### src/sv/nmsf_pkg.sv
package nmsf_pkg;

   localparam int MAX_LINE_PIXELS = 2048;
   localparam int MAX_LINES       = 4096;

   localparam int COL_W    = 11;
   localparam int ROW_W    = 12;
   localparam int WIDTH_W  = 12;
   localparam int HEIGHT_W = 13;
   localparam int CHAN_W   = 8;
   localparam int ADDR_W   = $clog2(MAX_LINE_PIXELS);

   localparam logic [WIDTH_W-1:0]  WIDTH_RESET  = WIDTH_W'(640);
   localparam logic [HEIGHT_W-1:0] HEIGHT_RESET = HEIGHT_W'(480);
   localparam logic [WIDTH_W-1:0]  WIDTH_MIN    = WIDTH_W'(3);
   localparam logic [WIDTH_W-1:0]  WIDTH_MAX    = WIDTH_W'(MAX_LINE_PIXELS);
   localparam logic [HEIGHT_W-1:0] HEIGHT_MIN   = HEIGHT_W'(3);
   localparam logic [HEIGHT_W-1:0] HEIGHT_MAX   = HEIGHT_W'(MAX_LINES);

   typedef enum logic [0:0] {
      CSR_FRAME_WIDTH  = 1'b0,
      CSR_FRAME_HEIGHT = 1'b1
   } csr_index_type;

   typedef struct packed {
      logic [CHAN_W-1:0] red;
      logic [CHAN_W-1:0] green;
      logic [CHAN_W-1:0] blue;
   } pixel_type;

   typedef struct packed {
      logic [COL_W-1:0] col;
      logic [ROW_W-1:0] row;
      logic             emit;
   } pos_type;

   typedef struct packed {
      logic              en;
      logic [ADDR_W-1:0] addr;
      pixel_type         upper;
      pixel_type         middle;
   } mem_wr_type;

   typedef struct packed {
      logic [COL_W-1:0]  center_col;
      logic [ROW_W-1:0]  center_row;
      logic [CHAN_W-1:0] blue;
      logic [CHAN_W-1:0] green;
      logic [CHAN_W-1:0] red;
   } result_type;

endpackage

### src/sv/nmsf_pos.sv
module nmsf_pos
   import nmsf_pkg::*;
(
   input  logic                clock,
   input  logic                reset,
   input  logic                csr_write,
   input  logic [0:0]          csr_index,
   input  logic [HEIGHT_W-1:0] csr_data,
   input  logic                take,
   input  logic                frame_start,
   output pos_type             pos
);

   logic [WIDTH_W-1:0]  width_ff;
   logic [HEIGHT_W-1:0] height_ff;
   logic [COL_W-1:0]    col_ff, col_in;
   logic [ROW_W-1:0]    row_ff, row_in;

   logic [WIDTH_W-1:0]  width_use;
   logic [HEIGHT_W-1:0] height_use;
   logic [COL_W-1:0]    col_cur;
   logic [ROW_W-1:0]    row_cur;
   logic [WIDTH_W-1:0]  col_inc;
   logic [HEIGHT_W-1:0] row_inc;

   always_comb begin
      width_use = width_ff;
      if (width_ff < WIDTH_MIN) begin
         width_use = WIDTH_MIN;
      end else if (width_ff > WIDTH_MAX) begin
         width_use = WIDTH_MAX;
      end
      height_use = height_ff;
      if (height_ff < HEIGHT_MIN) begin
         height_use = HEIGHT_MIN;
      end else if (height_ff > HEIGHT_MAX) begin
         height_use = HEIGHT_MAX;
      end
   end

   assign col_cur = frame_start ? '0 : col_ff;
   assign row_cur = frame_start ? '0 : row_ff;
   assign col_inc = {1'b0, col_cur} + WIDTH_W'(1);
   assign row_inc = {1'b0, row_cur} + HEIGHT_W'(1);

   // a position past a shrunken limit wraps like the limit itself
   always_comb begin
      if (col_inc >= width_use) begin
         col_in = '0;
         row_in = (row_inc >= height_use) ? '0 : row_inc[ROW_W-1:0];
      end else begin
         col_in = col_inc[COL_W-1:0];
         row_in = ({1'b0, row_cur} >= height_use) ? '0 : row_cur;
      end
   end

   assign pos.col  = col_cur;
   assign pos.row  = row_cur;
   assign pos.emit = (row_cur >= ROW_W'(2)) && (col_cur >= COL_W'(2)) &&
                     ({1'b0, row_cur} < height_use) && ({1'b0, col_cur} < width_use);

   always_ff @(posedge clock) begin
      if (reset) begin
         width_ff  <= WIDTH_RESET;
         height_ff <= HEIGHT_RESET;
         col_ff    <= '0;
         row_ff    <= '0;
      end else begin
         if (csr_write) begin
            unique case (csr_index_type'(csr_index))
               CSR_FRAME_WIDTH:  width_ff  <= csr_data[WIDTH_W-1:0];
               CSR_FRAME_HEIGHT: height_ff <= csr_data;
            endcase
         end
         if (take) begin
            col_ff <= col_in;
            row_ff <= row_in;
         end
      end
   end

endmodule

### config.mk
export PLATFORM = sky130hd
export DESIGN_NAME = nmsf_pos
export DESIGN_NICKNAME = d
export VERILOG_FILES = /design/src/sv/nmsf_pkg.sv /design/src/sv/nmsf_pos.sv
export SDC_FILE = /design/constraint.sdc
export NUM_CORES = 1
export LEC_CHECK = 0
export ABC_CLOCK_PERIOD_IN_PS = 4700
export BUFFER_PORTS_ARGS = -buffer_cell sky130_fd_sc_hd__buf_2
export CORE_MARGIN = 1
export CORE_UTILIZATION = 42
export DETAILED_ROUTE_END_ITERATION = 10
export GPL_TIMING_DRIVEN = 0
export SYNTH_ARGS = -nofsm -noshare
export SYNTH_HDL_FRONTEND = slang
export SYNTH_SLANG_ARGS = --single-unit
### constraint.sdc
create_clock -name clock -period 4.7 [get_ports clock]
set_clock_uncertainty 0.05 [all_clocks]
set_input_delay 0.94 -clock clock [delete_from_list [all_inputs] [get_ports clock]]
set_output_delay 0.94 -clock clock [all_outputs]
set_load 0.02 [all_outputs]
==> results.py <==
metrics = {
    "status": {
        "outcome": "finished clean",
    },
    "synth": {
        "async_flop_share_pct": 0,
        "synth_top_area_share_pct": 26.94,
        "synth-seq-area-share_pct": 26.94,
        "postSynthAreaPerCell_um2": 7.655,
        "synth-seq-cells": 48,
        "synth_cells": 466,
        "synth.net_count": 535,
        "synth_cell_type_count": 52,
        "yosysTopAreaCell": "dfxtp_1",
        "synth_flop_cell": "dfxtp_1",
        "synth.most_common_cell": "nand2_1",
        "synth_edf_count": 0,
        "yosysWarnings": 0,
        "netlist_area_um2": 3567,
        "synth_common_cells": "nand2_1 (102), ha_1 (50), dfxtp_1 (48)",
        "synth_area_leaders": "dfxtp_1 (27%), ha_1 (18%), nand2_1 (11%), a21oi_1 (5.9%), nor2b_1 (4.0%)",
    },
    "finish": {
        "fin_nets": 582,
        "fill_cells": 848,
        "antenna_cells": 0,
        "register_area_um2": 960.9,
        "syn_to_final_growth_pct": 12.00,
        "drive_gt1_share_pct": 11.70,
        "multi_input_area_um2": 2499,
    },
    "routing": {
        "firstDrtPassIters": 4,
        "routed_via_density": 5.560,
        "wl_per_cell_um": 15.66,
        "routed_wirelength_mm": 9.679,
        "vias": 3436,
        "remaining_drc_errors": 0,
        "detail-route-antenna-nets": 0,
        "drtIter0Drc": 162,
    },
    "pwr": {
        "power_uw": 783.1,
        "p_leak_nw": 1.815,
        "powerDensity_nw_per_um2": 196.0,
        "ir_drop_v": 0.0001473,
    },
    "die": {
        "start_util_pct": 43.41,
        "die_w_um": 94.16,
        "rows": 33,
        "die_h_um": 94.16,
        "io_pins": 43,
        "die-area_um2": 8866,
        "design.core.area_um2": 8217,
    },
    "cts": {
        "postCtsSetupBuffers": 0,
        "clkSinkCount": 48,
        "cts_buffer_depth": 2,
        "clkLatencyLatePin_ns": 0.30,
        "cts_tree": "built",
        "cts_root_buf": "clkbuf_8",
        "clk_pin_slew_ns": 0.09,
        "cts_buffers": 5,
        "htreeDepth": 2,
    },
    "timing": {
        "min_period_over_period_pct": 94.58,
        "rsz0062_at_grt": "no",
        "relSlewSlack_pct": 59.54,
        "tightest_slew_ns": 0.6057,
        "report.final.hold_viol_count": 0,
        "timing.final.ws_setup_ns": 0.2548,
        "fmax_ghz": 0.2250,
        "min_period_ns": 4.445,
        "drv_slew": 0,
        "setup_viol": 0,
    },
    "global_route": {
        "antenna_found_initial": 0,
        "grt_usage_pct": 22.93,
        "grt_max_degree": 14,
        "grt_pass1_wl_mm": 15.71,
        "grt_pass1_vias": 3155,
        "grt-ovfl-total": 0,
    },
    "place": {
        "gp_congestion": 0.8413,
        "dp_hpwl_mm": 7.851,
        "place_ws_ns": -0.4180,
        "portBuffers": 41,
    },
    "critical_path": {
        "critPathLaunch": "height_ff[6]",
        "cp_max_fo": 4,
        "crit_required_ns": 3.71,
        "arrival_ns": 3.46,
        "timing.rr.start": "row_ff[1]",
        "start_kind": "register",
        "crit_type": "register to primary output",
        "ff2ff_setup_slack_ns": 0.85,
        "endpoint_kind": "primary output",
    },
    "min_path": {
        "hp-start": "col_ff[10]",
        "hp-class": "register to register",
    },
    "run": {
        "cap_viol_max_count": 0,
    },
}
[report_power, final]
group	switching (mW)	total, mW	internal, mW
clock	0.135	0.236	0.101
combinational	0.0746	0.118	0.0429
sequential	0.0111	0.430	0.418
[sequential cells by signal, summed over array words and instances, names as in the netlist]
| name | count |
|---|---|
| height_ff | 13 |
| col_ff | 11 |
| width_ff | 12 |
| row_ff | 12 |
[cell families (layout without fill, tap and decap cells)]
| group | Yosys count | after routing | share of synthesized area (%) |
|---|---|---|---|
| AND/OR/NAND/NOR | 227 | 227 | 30.87 |
| XOR/XNOR | 20 | 20 | 4.911 |
| adder cells (fa/ha/maj) | 52 | 52 | 18.10 |
| AO/OA/AOI/OAI | 87 | 87 | 15.78 |
| buffers and inverters | 32 | 79 | 3.402 |
| flip-flops | 48 | 48 | 26.94 |
[final timing paths]
kind / to / cells past startpoint
worst max-delay path: pos[0] / 11
worst min-delay path: col_ff[10] / 2
worst max register to register: row_ff[0] / 15
worst min register to register: col_ff[10] / 2
[layout by cell type, fill, tap and decap left out, types with 8 or more instances in the layout]
cell type / instances
buf_2: 41
a21oi_1: 42
nand2_1: 102
nor2b_1: 23
a22o_1: 8
nor2_1: 25
xor2_1: 14
inv_1: 12
ha_1: 50
nand3_1: 25
dfxtp_1: 48
clkbuf_1: 14
[critical path, cell delays in order (launching register included)]
cell	delay [ns]
dfxtp_1	0.34
nor4_2	0.35
nand3_1	0.16
o31ai_1	0.43
nand2_1	0.18
ha_1	0.33
a211oi_1	0.24
o21ai_1	0.10
a21oi_1	0.14
o221ai_1	0.23
a2111oi_2	0.41
buf_2	0.25
[repair_timing]
item | 4_1_cts | 5_1_grt
setup endpoints to repair | 9 | 5
gates resized for setup | 2 | 3
cloned | 0 | 0
hold buffers | 0 | 0
[metal layers]
layer / GRT usage [%] / share of wire [%] / wire length [um] / vias to the layer above
met2: 37.02 / 45 / 4398 / 84
met3: 3.236 / 5.0 / 483 / 8
met1: 32.43 / 49 / 4715 / 1606
met4: 3.974 / 0.83 / 80 / 0
met5: 0 / 0 / 0 / -
li1: - / - / - / 1738
[area by class of cell]
| class | count | area share [%] |
|---|---|---|
| Buffer | 17 | 1.723 |
| Clock buffer | 6 | 1.816 |
| Clock inverter | 1 | 0.1253 |
| Inverter | 14 | 1.315 |
| Multi-Input combinational cell | 386 | 62.54 |
| Sequential cell | 48 | 24.05 |
| Tap cell | 105 | 3.288 |
| Timing Repair Buffer | 41 | 5.136 |
[stage by stage]
step,hold slack (ns),setup TNS (ns),cell area (um2),instances,util [%]
floorplan,0.3902,0,3568,466,-
global placement,0.3983,-4.041,3905,612,47.53
detailed placement,0.4115,-4.706,3905,612,47.53
CTS,0.4243,0,3985,618,48.50
global route,0.4462,0,3995,618,48.62
finish,0.4224,0,3995,618,48.62
Power figures use the tool's default switching activity.
