[src/sv/nmsf_pkg.sv]
package nmsf_pkg;

   localparam int MAX_LINE_PIXELS = 2048;
   localparam int MAX_LINES       = 4096;

   localparam int COL_W    = 11;
   localparam int ROW_W    = 12;
   localparam int WIDTH_W  = 12;
   localparam int HEIGHT_W = 13;
   localparam int CHAN_W   = 8;
   localparam int ADDR_W   = $clog2(MAX_LINE_PIXELS);

   localparam logic [WIDTH_W-1:0]  WIDTH_RESET  = WIDTH_W'(640);
   localparam logic [HEIGHT_W-1:0] HEIGHT_RESET = HEIGHT_W'(480);
   localparam logic [WIDTH_W-1:0]  WIDTH_MIN    = WIDTH_W'(3);
   localparam logic [WIDTH_W-1:0]  WIDTH_MAX    = WIDTH_W'(MAX_LINE_PIXELS);
   localparam logic [HEIGHT_W-1:0] HEIGHT_MIN   = HEIGHT_W'(3);
   localparam logic [HEIGHT_W-1:0] HEIGHT_MAX   = HEIGHT_W'(MAX_LINES);

   typedef enum logic [0:0] {
      CSR_FRAME_WIDTH  = 1'b0,
      CSR_FRAME_HEIGHT = 1'b1
   } csr_index_type;

   typedef struct packed {
      logic [CHAN_W-1:0] red;
      logic [CHAN_W-1:0] green;
      logic [CHAN_W-1:0] blue;
   } pixel_type;

   typedef struct packed {
      logic [COL_W-1:0] col;
      logic [ROW_W-1:0] row;
      logic             emit;
   } pos_type;

   typedef struct packed {
      logic              en;
      logic [ADDR_W-1:0] addr;
      pixel_type         upper;
      pixel_type         middle;
   } mem_wr_type;

   typedef struct packed {
      logic [COL_W-1:0]  center_col;
      logic [ROW_W-1:0]  center_row;
      logic [CHAN_W-1:0] blue;
      logic [CHAN_W-1:0] green;
      logic [CHAN_W-1:0] red;
   } result_type;

endpackage

[src/sv/nmsf_window.sv]
module nmsf_window
   import nmsf_pkg::*;
(
   input  logic       clock,
   input  logic       reset,
   input  logic       take,
   input  pixel_type  in_pix,
   input  pos_type    in_pos,
   input  pixel_type  rd_upper,
   input  pixel_type  rd_middle,
   output logic       can_take,
   output mem_wr_type wr,
   output logic       out_valid,
   input  logic       out_ready,
   output result_type out_data
);

   logic       s1_valid_ff;
   pixel_type  s1_pix_ff;
   pos_type    s1_pos_ff;
   logic       s1_fwd_ff;
   pixel_type  fwd_up_ff;
   pixel_type  fwd_mid_ff;
   pixel_type  win_ff [6];
   logic       out_valid_ff;
   result_type out_ff, out_in;

   pixel_type  up_c, mid_c;
   pixel_type  nb [8];
   logic       out_free, s1_adv;
   logic [CHAN_W+2:0] sum_r, sum_g, sum_b;

   // the line store write of the item leaving now lands at the same edge as the next read
   assign up_c  = s1_fwd_ff ? fwd_up_ff  : rd_upper;
   assign mid_c = s1_fwd_ff ? fwd_mid_ff : rd_middle;

   assign out_free = !out_valid_ff || out_ready;
   assign s1_adv   = s1_valid_ff && (!s1_pos_ff.emit || out_free);
   assign can_take = !s1_valid_ff || s1_adv;

   assign wr.en     = s1_adv;
   assign wr.addr   = s1_pos_ff.col[ADDR_W-1:0];
   assign wr.upper  = mid_c;
   assign wr.middle = s1_pix_ff;

   assign nb[0] = win_ff[0];
   assign nb[1] = win_ff[1];
   assign nb[2] = up_c;
   assign nb[3] = win_ff[2];
   assign nb[4] = mid_c;
   assign nb[5] = win_ff[4];
   assign nb[6] = win_ff[5];
   assign nb[7] = s1_pix_ff;

   always_comb begin
      sum_r = '0;
      sum_g = '0;
      sum_b = '0;
      for (int k = 0; k < 8; k++) begin
         sum_r = sum_r + (CHAN_W+3)'(nb[k].red);
         sum_g = sum_g + (CHAN_W+3)'(nb[k].green);
         sum_b = sum_b + (CHAN_W+3)'(nb[k].blue);
      end
      out_in.red        = sum_r[CHAN_W+2:3];
      out_in.green      = sum_g[CHAN_W+2:3];
      out_in.blue       = sum_b[CHAN_W+2:3];
      out_in.center_row = s1_pos_ff.row - ROW_W'(1);
      out_in.center_col = s1_pos_ff.col - COL_W'(1);
   end

   always_ff @(posedge clock) begin
      if (reset) begin
         s1_valid_ff  <= 1'b0;
         s1_fwd_ff    <= 1'b0;
         out_valid_ff <= 1'b0;
         for (int i = 0; i < 6; i++) begin
            win_ff[i] <= '0;
         end
      end else begin
         if (take) begin
            s1_valid_ff <= 1'b1;
            s1_fwd_ff   <= s1_adv && (in_pos.col == s1_pos_ff.col);
         end else if (s1_adv) begin
            s1_valid_ff <= 1'b0;
         end
         if (s1_adv) begin
            win_ff[0] <= win_ff[1];
            win_ff[1] <= up_c;
            win_ff[2] <= win_ff[3];
            win_ff[3] <= mid_c;
            win_ff[4] <= win_ff[5];
            win_ff[5] <= s1_pix_ff;
         end
         if (s1_adv && s1_pos_ff.emit) begin
            out_valid_ff <= 1'b1;
         end else if (out_ready) begin
            out_valid_ff <= 1'b0;
         end
      end
   end

   always_ff @(posedge clock) begin
      if (take) begin
         s1_pix_ff  <= in_pix;
         s1_pos_ff  <= in_pos;
         fwd_up_ff  <= mid_c;
         fwd_mid_ff <= s1_pix_ff;
      end
      if (s1_adv && s1_pos_ff.emit) begin
         out_ff <= out_in;
      end
   end

   assign out_valid = out_valid_ff;
   assign out_data  = out_ff;

endmodule

[config.mk]
export PLATFORM = sky130hd
export DESIGN_NAME = nmsf_window
export DESIGN_NICKNAME = d
export VERILOG_FILES = /design/src/sv/nmsf_pkg.sv /design/src/sv/nmsf_window.sv
export SDC_FILE = /design/constraint.sdc
export NUM_CORES = 1
export LEC_CHECK = 0
export BUFFER_PORTS_ARGS = -buffer_cell sky130_fd_sc_hd__buf_4
export CORE_ASPECT_RATIO = 0.7
export CORE_MARGIN = 2
export CORE_UTILIZATION = 40
export DETAILED_ROUTE_END_ITERATION = 10
export GPL_ROUTABILITY_DRIVEN = 0
export SLEW_MARGIN = 20
export SYNTH_ARGS = -nofsm -noshare
export SYNTH_HDL_FRONTEND = slang
export SYNTH_SLANG_ARGS = --single-unit
[constraint.sdc]
create_clock -name clock -period 7.96 [get_ports clock]
set_input_delay 0 -clock clock [delete_from_list [all_inputs] [get_ports clock]]
set_output_delay 0 -clock clock [all_outputs]
set_load 0.01 [all_outputs]
==> results.cfg <==
[power]
peakVddDrop_mv = 0.186
leakagePower_nw = 8.19
power.density_nw_per_um2 = 288

[floorplan]
pin_count = 209
start_util = 0.406
num_rows = 60
dieArea_sq_um = 40500
die_w_um = 240
die_y_um = 169
core_sq_um = 38400

[drt]
viasPerCell = 4.47
ant_nets = 0
via_count = 8727
first_pass_iters = 5
drt_wl_total_mm = 31.3
wire_per_inst_um = 16.0
dr.first_iter.drc_count = 518
drc = 0

[layout]
final_area_sq_um = 19400
final-seq-area_sq_um = 8680
n_fill_cell = 3325
antenna_cells = 0
nets = 1674
syn2layout_area_growth_pct = 24.4
multi_input_area_sq_um = 5440
drive_gt1_frac = 0.200

[synth]
synth_cells = 1138
synth_adder_area_share = 0.203
synth_flop_cell = edfxtp_1
yosysTopAreaCellShare = 0.554
syn_avg_cell_area_sq_um = 13.7
synthXorXnorAreaFrac = 0.0253
ys_ff_latch = 290
synth-compound-area-share = 0.0176
ys_top_cells_by_area = edfxtp_1 55%, fa_1 18%, inv_1 5.8%
syn_area_sq_um = 15600
syn-num-nets = 1408
synth.area.mux_share = 0.0319
yosys.area_share.simple = 0.0700
synth_edf_count = 287
synth-async-reset-ratio = 0
ys_types = 40
synth_top_area_cell = edfxtp_1
synth_top_family_by_area = adder cells
synth.most_common_cell = edfxtp_1
seq_area_frac_synth = 0.558
yosys_warnings = 0
ys_top_cells_by_count = 287 x edfxtp_1, 240 x inv_1, 138 x fa_1

[global_route]
grt_max_degree = 79
antenna_found_initial = 0
grt_usage = 0.159
gr-total-overflow = 0
grt_pass1_vias = 9269
grt_pass1_wl_mm = 49.8

[sta]
final-setup-viol-count = 0
worst_pin_slew_ps = 975
finalClockSkew_ps = 16.5
maxSlewHeadroom = 0.350
hold_viol = 0
finalCritPeriodShare = 0.643
fin_setup_tns_ps = 0
max_freq_mhz = 195
period_minus_slack_ps = 5120
slew_viol_final = 0
rsz0062_at_grt = false

[setup_path]
critPathKind = reg2reg
max_stage_delay_ps = 980
path_cells = mux2i_1, fa_1, inv_1, fa_1, fa_1, fa_1, ha_1, nand2_1, o31ai_1, a221oi_1, xnor2_1
cp-end-kind = register
critPathArrivalTime_ps = 5370
crit_slowest_cell = dfxtp_4
cp-start-kind = register
crit_top_cell = fa_1
rr_worst_depth = 11
cp.required_ps = 8210
regToRegSetupSlack_ps = 2840
cp_max_fo = 49

[cts]
htreeDepth = 2
cts.sinks = 290
cts_tree = yes
cts_root_buf = clkbuf_16
clk_latency_ps = 520
clk_path_buf_depth = 3
ctsResizeCount = 0
cts_made_buffers = 34
clkTransAtPathRegs_ps = 60

[min_path]
hold_depth = 1
hold_class = in2reg

[placed_design]
portBuffers = 208
placed_area_sq_um = 17300
hpwlAfterDp_mm = 21.6

[run]
drv_cap = 0

[status]
status = complete, no violations
==> cell type report <==
cell class	count	area share
inverter	240	0.0465
clock buffer	41	0.0486
clock inverter	18	0.00756
timing repair buffer	312	0.134
sequential	290	0.448
tap	527	0.0341
multi-input combinational	526	0.281
==> layout by cell type, fill, tap and decap left out, types with 4 or more instances in the layout <==
cell           synthesis  final
nor3_1                 9      9
dlygate4sd3_1          0     98
mux2_2                12     12
ha_1                  32     32
mux2i_1               36     36
nand3_1                4      4
xnor2_1               26     26
nand4_1                6      6
clkinv_2               0      8
inv_1                240    240
a21oi_1               17     17
buf_4                 64    213
o21ai_0                6      6
clkbuf_1               7      4
edfxtp_1             287    287
nand2_1               22     22
clkbuf_16              0     37
nor2_1                95     93
xor2_1                19     19
and2_1                69     69
clkinv_1               0      4
fa_1                 138    138
==> cell families after synthesis <==
group           after synthesis
buf+inv                     322
flops                       290
simple gates                221
fa+ha+maj                   170
mux                          48
xor+xnor                     45
compound gates               42
==> sequential cells by signal, indices dropped and copies added (netlist names) <==
name	cells
win_ff	144
s1_fwd_ff	1
out_data	47
wr	35
s1_pos_ff	13
fwd_mid_ff	24
fwd_up_ff	24
s1_valid_ff	1
out_valid	1
==> routing by layer <==
metal | track usage | share of wire | up-vias
met4 | 0.0446 | 0.022 | 0
met3 | 0.0285 | 0.045 | 51
met2 | 0.255 | 0.47 | 181
met5 | 0 | 0 | -
li1 | - | - | 4145
met1 | 0.224 | 0.46 | 4350
==> what timing repair did <==
item                       in CTS  in global routing
buffers inserted                0                  0
hold endpoints to repair      122                  0
hold buffers                   98                  0
setup endpoints to repair       0                  0
==> per-stage QoR <==
step	utilization	total power, W	setup slack (ps)	hold slack [ps]	cells
CTS	0.505	0.00566	2840	73.0	1954
global placement	0.451	0.00401	2910	178	1797
finish	0.505	0.00558	2840	89.5	1954
floorplan	-	0.00351	3370	69.1	1138
global route	0.505	0.00601	2560	99.4	1954
detailed placement	0.451	0.00406	2850	179	1797
==> worst paths after layout <==
path,startpoint,endpoint
worst min-delay path,take,wr[20]
worst max-delay path,s1_fwd_ff,out_data[14]
worst max register to register,s1_fwd_ff,out_data[14]
worst min register to register,wr[12],fwd_mid_ff[12]
==> power by group <==
group / total [W] / internal [W] / leakage [nW] / switching, W
sequential: 0.00202 / 0.00195 / 2.93 / 0.0000657
clock: 0.00153 / 0.000907 / 0.531 / 0.000619
combinational: 0.00203 / 0.000914 / 4.72 / 0.00112
==> worst max-delay path: cells and delay by family (launching register included) <==
family / cells / cell delay (ps)
and+or+nand+nor: 1 / 70
buffers and inverters: 1 / 100
adders and majority gates: 5 / 2250
xor gates and xnor gates: 1 / 180
AOI/OAI and AO/OA: 2 / 810
muxes: 1 / 430
DFF: 1 / 980
Note: power is estimated with default switching activity, not from simulation.
